<file path="config.mk">
export PLATFORM = sky130hd
export DESIGN_NAME = pdrc_ctrl
export DESIGN_NICKNAME = d
export VERILOG_FILES = /design/src/design/pdrc_pkg.sv /design/src/design/pdrc_ctrl.sv
export SDC_FILE = /design/constraint.sdc
export NUM_CORES = 1
export LEC_CHECK = 0
export BUFFER_PORTS_ARGS = -buffer_cell sky130_fd_sc_hd__buf_2
export CAP_MARGIN = 20
export CELL_PAD_IN_SITES_DETAIL_PLACEMENT = 0
export CELL_PAD_IN_SITES_GLOBAL_PLACEMENT = 1
export CORE_ASPECT_RATIO = 1.75
export CORE_MARGIN = 1.5
export CORE_UTILIZATION = 30
export DETAILED_ROUTE_END_ITERATION = 10
export PLACE_DENSITY_LB_ADDON = 0.3
export SLEW_MARGIN = 20
export SYNTH_ARGS = -nofsm -noshare
export SYNTH_HDL_FRONTEND = slang
export SYNTH_SLANG_ARGS = --single-unit
export TNS_END_PERCENT = 30
</file>
<file path="constraint.sdc">
create_clock -name clk -period 9.5 [get_ports clk]
set_input_delay 0.95 -clock clk [delete_from_list [all_inputs] [get_ports clk]]
set_output_delay 0.95 -clock clk [all_outputs]
set_load 0.01 [all_outputs]
</file>
<file path="src/design/pdrc_pkg.sv">
// Shared constants, payload types and control types of the pairwise distance radius counter.
`default_nettype none

package pdrc_pkg;

    localparam int MAX_VECTORS  = 1024;
    localparam int MAX_DIMS     = 16;
    localparam int MAX_RADII    = 64;
    localparam int ELEMENT_BITS = 16;

    localparam int STORE_DEPTH = MAX_VECTORS * MAX_DIMS;
    localparam int ADDR_W      = $clog2(STORE_DEPTH);
    localparam int VEC_W       = (MAX_VECTORS > 1) ? $clog2(MAX_VECTORS) : 1;
    localparam int NV_W        = $clog2(MAX_VECTORS + 1);
    localparam int DIM_W       = (MAX_DIMS > 1) ? $clog2(MAX_DIMS) : 1;
    localparam int ND_W        = $clog2(MAX_DIMS + 1);
    localparam int RAD_W       = (MAX_RADII > 1) ? $clog2(MAX_RADII) : 1;
    localparam int NR_W        = $clog2(MAX_RADII + 1);

    localparam int CMD_W      = 2;
    localparam int SLOT_W     = 14;
    localparam int RSQ_W      = 40;
    localparam int DIST_W     = 37;
    localparam int COUNT_W    = 19;
    localparam int RIDX_W     = 6;
    localparam int VC_W       = 11;
    localparam int DIMCFG_W   = 5;
    localparam int RCCFG_W    = 7;
    localparam int CFG_IDX_W  = 2;
    localparam int CFG_DATA_W = 11;
    localparam int DIFF_W     = ELEMENT_BITS + 1;
    localparam int SQ_W       = 2 * DIFF_W;

    localparam logic [DIST_W-1:0]  DIST_MAX  = {DIST_W{1'b1}};
    localparam logic [COUNT_W-1:0] COUNT_MAX = {COUNT_W{1'b1}};

    localparam logic [CMD_W-1:0] CMD_LOAD_ELEM   = 2'd0;
    localparam logic [CMD_W-1:0] CMD_LOAD_RADIUS = 2'd1;
    localparam logic [CMD_W-1:0] CMD_RUN         = 2'd2;

    localparam logic [CFG_IDX_W-1:0] REG_VECTOR_COUNT = 2'd0;
    localparam logic [CFG_IDX_W-1:0] REG_DIMENSION    = 2'd1;
    localparam logic [CFG_IDX_W-1:0] REG_RADIUS_COUNT = 2'd2;

    typedef struct packed {
        logic [CMD_W-1:0]               cmd;
        logic [SLOT_W-1:0]              slot;
        logic signed [ELEMENT_BITS-1:0] element;
        logic [RSQ_W-1:0]               radius_sq;
    } item_t;

    typedef struct packed {
        logic [RIDX_W-1:0]  radius_index;
        logic [COUNT_W-1:0] pair_count;
        logic [DIST_W-1:0]  min_dist_sq;
        logic [DIST_W-1:0]  max_dist_sq;
        logic               last;
    } result_t;

    typedef struct packed {
        logic              elem_we;
        logic              rad_we;
        logic              run_start;
        logic              rd_en;
        logic [ADDR_W-1:0] rd_a;
        logic [ADDR_W-1:0] rd_b;
        logic              pair_start;
        logic              upd_minmax;
        logic              rad_rd;
        logic              hist_we;
        logic              hist_clr;
        logic              hist_rd;
        logic [RAD_W-1:0]  idx;
        logic              emit_ld;
        logic              emit_last;
    } ctrl_cmd_t;

    typedef struct packed {
        logic busy;
        logic hit;
        logic out_free;
    } dp_status_t;

endpackage

`default_nettype wire

</file>
<file path="src/design/pdrc_ctrl.sv">
// Controller of the pair walk: configuration registers, loop counters and sequencing.
`default_nettype none

module pdrc_ctrl (
    input  wire logic                             clk,
    input  wire logic                             rst_n,
    input  wire logic                             item_valid,
    input  wire logic [pdrc_pkg::CMD_W-1:0]       item_cmd,
    output logic                                  item_stall,
    input  wire logic                             cfg_we,
    input  wire logic [pdrc_pkg::CFG_IDX_W-1:0]   cfg_index,
    input  wire logic [pdrc_pkg::CFG_DATA_W-1:0]  cfg_data,
    output pdrc_pkg::ctrl_cmd_t                   cmd,
    input  wire pdrc_pkg::dp_status_t             status
);

    typedef enum logic [3:0] {
        S_IDLE,
        S_CLEAR,
        S_DIST,
        S_DRAIN,
        S_RRD,
        S_RCMP,
        S_HRD,
        S_HWR,
        S_NEXT,
        S_EMIT_RD,
        S_EMIT_LD
    } state_t;

    state_t state_reg;

    logic [pdrc_pkg::VC_W-1:0]     vc_reg;
    logic [pdrc_pkg::DIMCFG_W-1:0] dim_reg;
    logic [pdrc_pkg::RCCFG_W-1:0]  rc_reg;

    logic [pdrc_pkg::NV_W-1:0]   nv_reg;
    logic [pdrc_pkg::ND_W-1:0]   nd_reg;
    logic [pdrc_pkg::NR_W-1:0]   nr_reg;
    logic [pdrc_pkg::VEC_W-1:0]  i_reg;
    logic [pdrc_pkg::VEC_W-1:0]  j_reg;
    logic [pdrc_pkg::DIM_W-1:0]  k_reg;
    logic [pdrc_pkg::RAD_W-1:0]  r_reg;
    logic [pdrc_pkg::ADDR_W-1:0] base_i_reg;
    logic [pdrc_pkg::ADDR_W-1:0] base_j_reg;

    logic                        accept;
    logic [pdrc_pkg::NV_W-1:0]   nv_eff;
    logic [pdrc_pkg::ND_W-1:0]   nd_eff;
    logic [pdrc_pkg::NR_W-1:0]   nr_eff;
    logic                        r_last;
    logic                        k_last;
    logic                        j_more;
    logic                        i_more;
    logic [pdrc_pkg::ADDR_W-1:0] nd_ext;

    assign accept     = item_valid && (state_reg == S_IDLE);
    assign item_stall = (state_reg != S_IDLE);

    assign nv_eff = (vc_reg > pdrc_pkg::VC_W'(pdrc_pkg::MAX_VECTORS))
                  ? pdrc_pkg::NV_W'(pdrc_pkg::MAX_VECTORS) : pdrc_pkg::NV_W'(vc_reg);
    assign nd_eff = (dim_reg == '0) ? pdrc_pkg::ND_W'(1)
                  : (dim_reg > pdrc_pkg::DIMCFG_W'(pdrc_pkg::MAX_DIMS))
                  ? pdrc_pkg::ND_W'(pdrc_pkg::MAX_DIMS) : pdrc_pkg::ND_W'(dim_reg);
    assign nr_eff = (rc_reg == '0) ? pdrc_pkg::NR_W'(1)
                  : (rc_reg > pdrc_pkg::RCCFG_W'(pdrc_pkg::MAX_RADII))
                  ? pdrc_pkg::NR_W'(pdrc_pkg::MAX_RADII) : pdrc_pkg::NR_W'(rc_reg);

    assign nd_ext = pdrc_pkg::ADDR_W'(nd_reg);
    assign r_last = (pdrc_pkg::NR_W'(r_reg) + pdrc_pkg::NR_W'(1)) == nr_reg;
    assign k_last = (pdrc_pkg::ND_W'(k_reg) + pdrc_pkg::ND_W'(1)) == nd_reg;
    assign j_more = ({1'b0, j_reg} + (pdrc_pkg::VEC_W + 1)'(1)) < {1'b0, i_reg};
    assign i_more = (pdrc_pkg::NV_W'(i_reg) + pdrc_pkg::NV_W'(1)) < nv_reg;

    always_comb
    begin
        cmd            = '0;
        cmd.elem_we    = accept && (item_cmd == pdrc_pkg::CMD_LOAD_ELEM);
        cmd.rad_we     = accept && (item_cmd == pdrc_pkg::CMD_LOAD_RADIUS);
        cmd.run_start  = accept && (item_cmd == pdrc_pkg::CMD_RUN);
        cmd.rd_en      = (state_reg == S_DIST);
        cmd.rd_a       = base_i_reg + pdrc_pkg::ADDR_W'(k_reg);
        cmd.rd_b       = base_j_reg + pdrc_pkg::ADDR_W'(k_reg);
        cmd.pair_start = (state_reg == S_DIST) && (k_reg == '0);
        cmd.upd_minmax = (state_reg == S_DRAIN) && !status.busy;
        cmd.rad_rd     = (state_reg == S_RRD);
        cmd.hist_we    = (state_reg == S_CLEAR) || (state_reg == S_HWR);
        cmd.hist_clr   = (state_reg == S_CLEAR);
        cmd.hist_rd    = (state_reg == S_HRD) || ((state_reg == S_EMIT_RD) && status.out_free);
        cmd.idx        = r_reg;
        cmd.emit_ld    = (state_reg == S_EMIT_LD);
        cmd.emit_last  = r_last;
    end

    always_ff @(posedge clk or negedge rst_n)
    begin
        if (!rst_n)
        begin
            vc_reg  <= pdrc_pkg::VC_W'(2);
            dim_reg <= pdrc_pkg::DIMCFG_W'(1);
            rc_reg  <= pdrc_pkg::RCCFG_W'(1);
        end
        else if (cfg_we)
        begin
            if (cfg_index == pdrc_pkg::REG_VECTOR_COUNT)
            begin
                vc_reg <= pdrc_pkg::VC_W'(cfg_data);
            end
            if (cfg_index == pdrc_pkg::REG_DIMENSION)
            begin
                dim_reg <= pdrc_pkg::DIMCFG_W'(cfg_data);
            end
            if (cfg_index == pdrc_pkg::REG_RADIUS_COUNT)
            begin
                rc_reg <= pdrc_pkg::RCCFG_W'(cfg_data);
            end
        end
    end

    always_ff @(posedge clk or negedge rst_n)
    begin
        if (!rst_n)
        begin
            state_reg  <= S_IDLE;
            nv_reg     <= '0;
            nd_reg     <= '0;
            nr_reg     <= '0;
            i_reg      <= '0;
            j_reg      <= '0;
            k_reg      <= '0;
            r_reg      <= '0;
            base_i_reg <= '0;
            base_j_reg <= '0;
        end
        else
        begin
            unique case (state_reg)
                S_IDLE:
                begin
                    if (cmd.run_start)
                    begin
                        nv_reg    <= nv_eff;
                        nd_reg    <= nd_eff;
                        nr_reg    <= nr_eff;
                        r_reg     <= '0;
                        state_reg <= S_CLEAR;
                    end
                end
                S_CLEAR:
                begin
                    if (r_last)
                    begin
                        r_reg <= '0;
                        if (nv_reg < pdrc_pkg::NV_W'(2))
                        begin
                            state_reg <= S_EMIT_RD;
                        end
                        else
                        begin
                            i_reg      <= pdrc_pkg::VEC_W'(1);
                            j_reg      <= '0;
                            k_reg      <= '0;
                            base_i_reg <= nd_ext;
                            base_j_reg <= '0;
                            state_reg  <= S_DIST;
                        end
                    end
                    else
                    begin
                        r_reg <= r_reg + pdrc_pkg::RAD_W'(1);
                    end
                end
                S_DIST:
                begin
                    if (k_last)
                    begin
                        state_reg <= S_DRAIN;
                    end
                    else
                    begin
                        k_reg <= k_reg + pdrc_pkg::DIM_W'(1);
                    end
                end
                S_DRAIN:
                begin
                    if (!status.busy)
                    begin
                        r_reg     <= '0;
                        state_reg <= S_RRD;
                    end
                end
                S_RRD:
                begin
                    state_reg <= S_RCMP;
                end
                S_RCMP:
                begin
                    if (status.hit)
                    begin
                        state_reg <= S_HRD;
                    end
                    else if (r_last)
                    begin
                        state_reg <= S_NEXT;
                    end
                    else
                    begin
                        r_reg     <= r_reg + pdrc_pkg::RAD_W'(1);
                        state_reg <= S_RRD;
                    end
                end
                S_HRD:
                begin
                    state_reg <= S_HWR;
                end
                S_HWR:
                begin
                    state_reg <= S_NEXT;
                end
                S_NEXT:
                begin
                    k_reg <= '0;
                    if (j_more)
                    begin
                        j_reg      <= j_reg + pdrc_pkg::VEC_W'(1);
                        base_j_reg <= base_j_reg + nd_ext;
                        state_reg  <= S_DIST;
                    end
                    else if (i_more)
                    begin
                        i_reg      <= i_reg + pdrc_pkg::VEC_W'(1);
                        j_reg      <= '0;
                        base_i_reg <= base_i_reg + nd_ext;
                        base_j_reg <= '0;
                        state_reg  <= S_DIST;
                    end
                    else
                    begin
                        r_reg     <= '0;
                        state_reg <= S_EMIT_RD;
                    end
                end
                S_EMIT_RD:
                begin
                    if (status.out_free)
                    begin
                        state_reg <= S_EMIT_LD;
                    end
                end
                S_EMIT_LD:
                begin
                    if (r_last)
                    begin
                        state_reg <= S_IDLE;
                    end
                    else
                    begin
                        r_reg     <= r_reg + pdrc_pkg::RAD_W'(1);
                        state_reg <= S_EMIT_RD;
                    end
                end
            endcase
        end
    end

endmodule

`default_nettype wire

</file>
* Yosys cells after proc, flatten, opt, wreduce, memory -nomap -nowiden
Cells that the tools add are included.
** Word-level totals
- Logic and storage cells :: 137
- Memories kept :: 0
- Input bits :: 22
- Output and inout port bits :: 47
- Bits in registers :: 108
- ROM bits :: 0
- Latch bits :: 0
- RAM bits :: 0
** Cells by class
- Order comparisons :: 6
- Equality and inequality tests :: 28
- Add/sub/neg operators :: 12
- Bitwise gates (word level) :: 0
- $mul :: 0
- Muxes and demuxes :: 49
- Div/mod/pow operators :: 0
- Shift operators :: 0
- Reduce and logical (&&, ||, !) cells :: 29
** Operators with widths (number)
- $mux 14 :: 8
- $mux 10 :: 8
- $mux 4 :: 14
- $pmux 14 s2 :: 2
- $pmux 4 s11 :: 1
- $mux 6 :: 7
- $pmux 10 s2 :: 2
- $pmux 6 s6 :: 1
- $add 14x4->14 :: 2
- $add 14x5->14 :: 2
- $add 10x1->11 const B :: 2
- $add 10x1->10 const B :: 2
- $ne 2x2->1 const B :: 9
- $eq 4x3->1 const B :: 4
- $mux 7 :: 2
- $eq 4x4->1 const B :: 3
- $pmux 4 s3 :: 1
- $gt 11x11->1 const B :: 1
- $lt 11x10->1 :: 1
- $lt 11x11->1 :: 1
- $lt 11x2->1 const B :: 1
- $mux 11 :: 1
- $mux 5 :: 2
- $reduce_and 5->1 :: 2
- other kinds (28) :: 45

* Logic depth before layout (Yosys ltp)
- Depth after elaboration :: 5
- Mapped depth :: 14
- Gate-level depth less buffers :: 13

* Worst setup path after synthesis
No wires, ideal clock.
- Path kind :: register to register
- Start point :: register j_reg[0] (netlist name)
- End point :: register base_j_reg[13] (netlist name)
- Data arrival time :: 2.893 ns
- Buffers on the path :: 1
- Slack :: 6.525 ns
- Stages on the path, launching flop included :: 15
- Setup time :: 0.082 ns
- Required time :: 9.418 ns
- Period minus slack after synthesis :: 2.975 ns
- Cell sequence :: dfrtp_1 -> ha_1 -> nand2_1 -> or2_2 -> nor2_1 -> xor2_1 -> ha_1 -> a21o_1 -> a21oi_1 -> o21a_1 -> o21ai_1 -> clkbuf_1 -> nor3_1 -> a41oi_1 -> a31oi_1
** Between the ends
- Longest elaborated chain between the ends :: 4
- Elaborated cells between the ends (all ways) :: 6
- Classes of those cells :: 1 x add/sub; 1 x order compare; 1 x eq/ne; 2 x mux; 1 x reduce/logical
** RTL lines
- start, declared :: line pdrc_ctrl.sv:41 : logic [pdrc_pkg::VEC_W-1:0] j_reg;
- start signal, assigned :: line pdrc_ctrl.sv:225 : j_reg <= j_reg + pdrc_pkg::VEC_W'(1);
- $add 10x1->11 (*) :: line pdrc_ctrl.sv:72 : assign j_more = ({1'b0, j_reg} + (pdrc_pkg::VEC_W + 1)'(1)) < {1'b0, i_reg};
- $lt 11x10->1 (*) :: line pdrc_ctrl.sv:72
- $ne 3x3->1 (no line) / $mux 14 (equally long branches)
- $reduce_and 4->1 (no line) / $pmux 14 s2 (equally long branches)
- end signal, assigned :: line pdrc_ctrl.sv:226 : base_j_reg <= base_j_reg + nd_ext;
- end, declared :: line pdrc_ctrl.sv:45 : logic [pdrc_pkg::ADDR_W-1:0] base_j_reg;
Every way passes the cells marked *; elsewhere a longest branch is shown, timed or not.
A chain may end at the register's enable or synchronous reset.

* Worst setup path in the final report
- Start point :: register j_reg[0] (netlist name)
- End point :: register base_j_reg[9] (netlist name)
The elaborated chain is that of the path after synthesis.

==> impl_metrics.xml <==
<?xml version="1.0" encoding="UTF-8"?>
<metrics>
  <group name="min_path">
    <metric name="holdPathStages" unit="">2</metric>
    <metric name="type_of_the_tightest_min_delay_check" unit="">flop to flop</metric>
    <metric name="min-delay-start" unit="">nv_reg[0]</metric>
    <metric name="whs_endpoint" unit="">nv_reg[0]</metric>
  </group>
  <group name="clocking">
    <metric name="cts_tree" unit="">built</metric>
    <metric name="cts_inserted_buffers" unit="">9</metric>
    <metric name="ctsResizeCount" unit="">0</metric>
    <metric name="postCtsHoldBufs" unit="">0</metric>
    <metric name="clock_root_buffer" unit="">sky130_fd_sc_hd__clkbuf_16</metric>
    <metric name="clock_path_buffers" unit="">2</metric>
    <metric name="tritoncts_num_sinks" unit="">108</metric>
    <metric name="cts_max_level" unit="">3</metric>
    <metric name="clkSlewWorstSetupHoldPaths" unit="ns">0.09</metric>
    <metric name="postCtsSetupBuffers" unit="">0</metric>
    <metric name="clock_insertion_delay_worst_skew" unit="ns">0.37</metric>
  </group>
  <group name="logic_synthesis">
    <metric name="count_of_cell_types_in_the_netlist" unit="">71</metric>
    <metric name="synthDominantAreaCellType" unit="">sky130_fd_sc_hd__dfrtp_1</metric>
    <metric name="syn-instance-count" unit="">757</metric>
    <metric name="synth-adder-area-share" unit="">0.0865</metric>
    <metric name="synthesis.nets" unit="">825</metric>
    <metric name="synth_xor_area_frac" unit="">0.0725</metric>
    <metric name="synth_seq_area_share" unit="">0.386</metric>
    <metric name="synth_largest_type_area_fraction" unit="">0.375</metric>
    <metric name="synth_simple_gate_area_frac" unit="">0.185</metric>
    <metric name="synth.area.mux_share" unit="">0.0400</metric>
    <metric name="ys.flop_type" unit="">sky130_fd_sc_hd__dfrtp_1</metric>
    <metric name="syn_avg_cell_area" unit="µm²">9.25</metric>
    <metric name="ys_async_sr_fraction" unit="">1.00</metric>
    <metric name="largest_family_of_logic_cells_by_synthesized_area" unit="">compound AO/OA/AOI/OAI gates</metric>
    <metric name="syn_area" unit="µm²">7000</metric>
    <metric name="synth_enable_flop_cells" unit="">0</metric>
    <metric name="yosysWarnings" unit="">0</metric>
    <metric name="synth_seq_cells" unit="">108</metric>
    <metric name="netlist_top_cells_area" unit="">sky130_fd_sc_hd__dfrtp_1, sky130_fd_sc_hd__ha_1, sky130_fd_sc_hd__o21ai_0</metric>
    <metric name="complex_gate_fraction_of_the_synthesized_area" unit="">0.185</metric>
  </group>
  <group name="placed_design">
    <metric name="placement.cell_area" unit="µm²">7650</metric>
    <metric name="detailed_place_hpwl" unit="µm">13700</metric>
    <metric name="gp_routability_congestion" unit="">0.787</metric>
    <metric name="number_of_buffer_cells_added_on_primary_ports" unit="">68</metric>
    <metric name="dp.cells" unit="">1103</metric>
  </group>
  <group name="floorplanning">
    <metric name="design.die.area" unit="µm²">24300</metric>
    <metric name="ports_placed_on_the_boundary" unit="">69</metric>
    <metric name="num_rows" unit="">73</metric>
    <metric name="initial_core_util" unit="">0.307</metric>
    <metric name="die_w" unit="µm">118</metric>
    <metric name="die_h" unit="µm">205</metric>
    <metric name="core_region" unit="µm²">22800</metric>
  </group>
  <group name="worst_setup_path">
    <metric name="worst_r2r_endpoint" unit="">base_j_reg[9]</metric>
    <metric name="crit_path_end_kind" unit="">flop</metric>
    <metric name="worst-r2r-cell-count" unit="">15</metric>
    <metric name="crit_path_cell_trace" unit="">ha_1, nand2_1, or2_2, nor2_1, xor2_1, ha_1, a21o_1, a21oi_1, o21a_1, o21ai_1, buf_4, nor2_1, buf_4, o21ai_0, a31oi_1</metric>
    <metric name="crit_path_start_kind" unit="">flop</metric>
    <metric name="criticalPathCategory" unit="">flop to flop</metric>
    <metric name="cp_num_buf_inv" unit="">2</metric>
    <metric name="critical-path-max-stage-delay" unit="ns">0.65</metric>
    <metric name="crit_path_max_fanout" unit="">16</metric>
    <metric name="regToRegStartpoint" unit="">j_reg[0]</metric>
    <metric name="worst_ep_required_time" unit="ns">9.79</metric>
    <metric name="critPathArrivalTime" unit="ns">4.09</metric>
    <metric name="critical-path-top-delay-family" unit="">simple AND/OR/NAND/NOR gates</metric>
    <metric name="regToRegSetupSlack" unit="ns">5.70</metric>
    <metric name="critical-path-slowest-cell" unit="">sky130_fd_sc_hd__nor2_1</metric>
  </group>
  <group name="power_and_ir_drop">
    <metric name="leakage" unit="nW">3.69</metric>
    <metric name="intPower" unit="W">0.000994</metric>
    <metric name="pwr_density_cell" unit="nW/µm²">212</metric>
    <metric name="power_frac_clock" unit="">0.236</metric>
    <metric name="power_switching" unit="W">0.000694</metric>
    <metric name="vdd.ir_drop.worst" unit="V">0.0000791</metric>
    <metric name="power_switching_share" unit="">0.411</metric>
    <metric name="seqPwrFrac" unit="">0.386</metric>
    <metric name="power.share.combinational" unit="">0.378</metric>
  </group>
  <group name="cells_and_area">
    <metric name="post_route_cells_drive_above_1_share" unit="">0.164</metric>
    <metric name="syn_to_final_growth" unit="%">13.7</metric>
    <metric name="nNetsFinal" unit="">882</metric>
    <metric name="final-instance-count-excl-fill" unit="">1119</metric>
    <metric name="final_common_cell" unit="">sky130_fd_sc_hd__dfrtp_1</metric>
    <metric name="final_design_area_no_fill" unit="µm²">7960</metric>
    <metric name="fillerInstances" unit="">2455</metric>
    <metric name="most-common-layout-cells" unit="">sky130_fd_sc_hd__dfrtp_1, sky130_fd_sc_hd__nand2_1, sky130_fd_sc_hd__buf_2</metric>
    <metric name="diodes" unit="">0</metric>
  </group>
  <group name="global_routing">
    <metric name="antenna_found_initial" unit="">0</metric>
    <metric name="grt_remaining_overflow" unit="">0</metric>
    <metric name="grt_pass1_vias" unit="">5705</metric>
    <metric name="gr-usage-all-layers" unit="">0.157</metric>
    <metric name="first_pass_grt_wire_length" unit="µm">30400</metric>
    <metric name="maximum_number_of_pins_on_one_net_before_global_route_repair" unit="">77</metric>
  </group>
  <group name="timing">
    <metric name="fmaxAchievable" unit="GHz">0.263</metric>
    <metric name="post_route_minimum_period" unit="ns">3.80</metric>
    <metric name="drv_slew" unit="">0</metric>
    <metric name="maxSlewHeadroom" unit="">0.347</metric>
    <metric name="number_of_setup_violations_in_the_final_report" unit="">0</metric>
    <metric name="totalNegativeSetupSlack" unit="ns">0</metric>
    <metric name="timing.clock.skew" unit="ns">0.0153</metric>
    <metric name="hold_viol" unit="">0</metric>
    <metric name="unrepaired_setup_endpoints_after_global_routing" unit="">false</metric>
    <metric name="worstMarginPinSlew" unit="ns">0.979</metric>
    <metric name="period_share" unit="">0.400</metric>
  </group>
  <group name="drt">
    <metric name="drt_first_iter_violations" unit="">220</metric>
    <metric name="drt-vias-per-instance" unit="">5.04</metric>
    <metric name="routed_wire_per_std_cell" unit="µm">16.4</metric>
    <metric name="drt-pass1-iter-count" unit="">5</metric>
    <metric name="antenna_violating_nets_left" unit="">0</metric>
    <metric name="route.detailed.drc" unit="">0</metric>
    <metric name="wl" unit="µm">18400</metric>
    <metric name="num_vias" unit="">5645</metric>
  </group>
  <group name="run_status">
    <metric name="run_status" unit="">finished clean</metric>
  </group>
  <group name="flow_run">
    <metric name="max-cap-violations" unit="">0</metric>
  </group>
</metrics>
-- cell type report --
type                       count  area [µm²]  area share
tap                          300         375      0.0471
inverter                      47         176      0.0222
clock buffer                   9         225      0.0283
multi-input combinational    572        3990       0.501
sequential                   108        2710       0.340
timing repair buffer          76         403      0.0506
clock inverter                 7        88.8      0.0112
-- synthesized netlist by cell type (all sizes together) (5+ instances only) --
cell type  count
o31ai          5
dfrtp        105
and2           6
mux2          24
a31oi         15
nand2         75
or3            5
nor2          46
nor3          12
nand3         33
nor2b          7
buf            7
clkbuf        23
nand3b        13
a22o          20
a21o           9
o21ai         64
nand2b        16
and3           8
inv           46
a32o           7
xor2          24
nand4         10
a21oi         32
xnor2         34
ha            42
-- logic make-up (layout without fill, tap and decap cells) --
logic type,after synthesis,after routing
DFF,108,108
buffers and inverters,77,139
and+or+nand+nor,252,252
adders and majority gates,46,46
muxes,25,25
AOI/OAI and AO/OA,191,191
xor gates and xnor gates,58,58
-- worst register-to-register path, cell delays in order, from the launching register on --
cell                      delay [ns]
sky130_fd_sc_hd__dfrtp_1        0.44
sky130_fd_sc_hd__ha_1           0.28
sky130_fd_sc_hd__nand2_1        0.07
sky130_fd_sc_hd__or2_2          0.31
sky130_fd_sc_hd__nor2_1         0.14
sky130_fd_sc_hd__xor2_1         0.20
sky130_fd_sc_hd__ha_1           0.28
sky130_fd_sc_hd__a21o_1         0.18
sky130_fd_sc_hd__a21oi_1        0.14
sky130_fd_sc_hd__o21a_1         0.13
sky130_fd_sc_hd__o21ai_1        0.05
sky130_fd_sc_hd__buf_4          0.19
sky130_fd_sc_hd__nor2_1         0.66
sky130_fd_sc_hd__buf_4          0.35
sky130_fd_sc_hd__o21ai_0        0.12
sky130_fd_sc_hd__a31oi_1        0.18
-- per-stage QoR --
| step | worst slack, ns | hold slack [ns] | total power (W) | util |
|---|---|---|---|---|
| after CTS | 5.68 | 0.494 | 0.00172 | 0.349 |
| after global placement | 5.78 | 0.475 | 0.00131 | 0.335 |
| after detailed placement | 5.70 | 0.474 | 0.00131 | 0.335 |
| after global routing | 5.38 | 0.538 | 0.00182 | 0.349 |
| after floorplan | 6.53 | 0.450 | 0.00110 | - |
| final | 5.70 | 0.494 | 0.00169 | 0.349 |
-- power groups by stage --
stage | combinational [W] | clock [W] | sequential [W]
global placement | 0.000645 | 0 | 0.000662
finish | 0.000637 | 0.000398 | 0.000652
CTS | 0.000651 | 0.000410 | 0.000654
detailed placement | 0.000647 | 0 | 0.000664
global route | 0.000724 | 0.000427 | 0.000667
floorplan | 0.000479 | 0 | 0.000617
-- worst max-delay path by stage --
stage,from,end,slack [ns],cells past startpoint
2_1_floorplan,j_reg[0],base_j_reg[13],6.53,14
3_3_place_gp,j_reg[0],base_j_reg[11],5.78,15
3_5_place_dp,j_reg[0],base_j_reg[9],5.70,15
4_1_cts,j_reg[0],base_j_reg[9],5.68,15
5_1_grt,j_reg[0],base_j_reg[9],5.38,15
6_report,j_reg[0],base_j_reg[9],5.70,15
-- routing by layer --
metal | vias up | track usage | wire, µm
li1 | 2809 | - | -
met4 | 0 | 0.0478 | 280
met5 | - | 0 | 0
met3 | 14 | 0.0195 | 433
met1 | 2741 | 0.181 | 7570
met2 | 81 | 0.299 | 10100
Power figures use the tool's default switching activity.
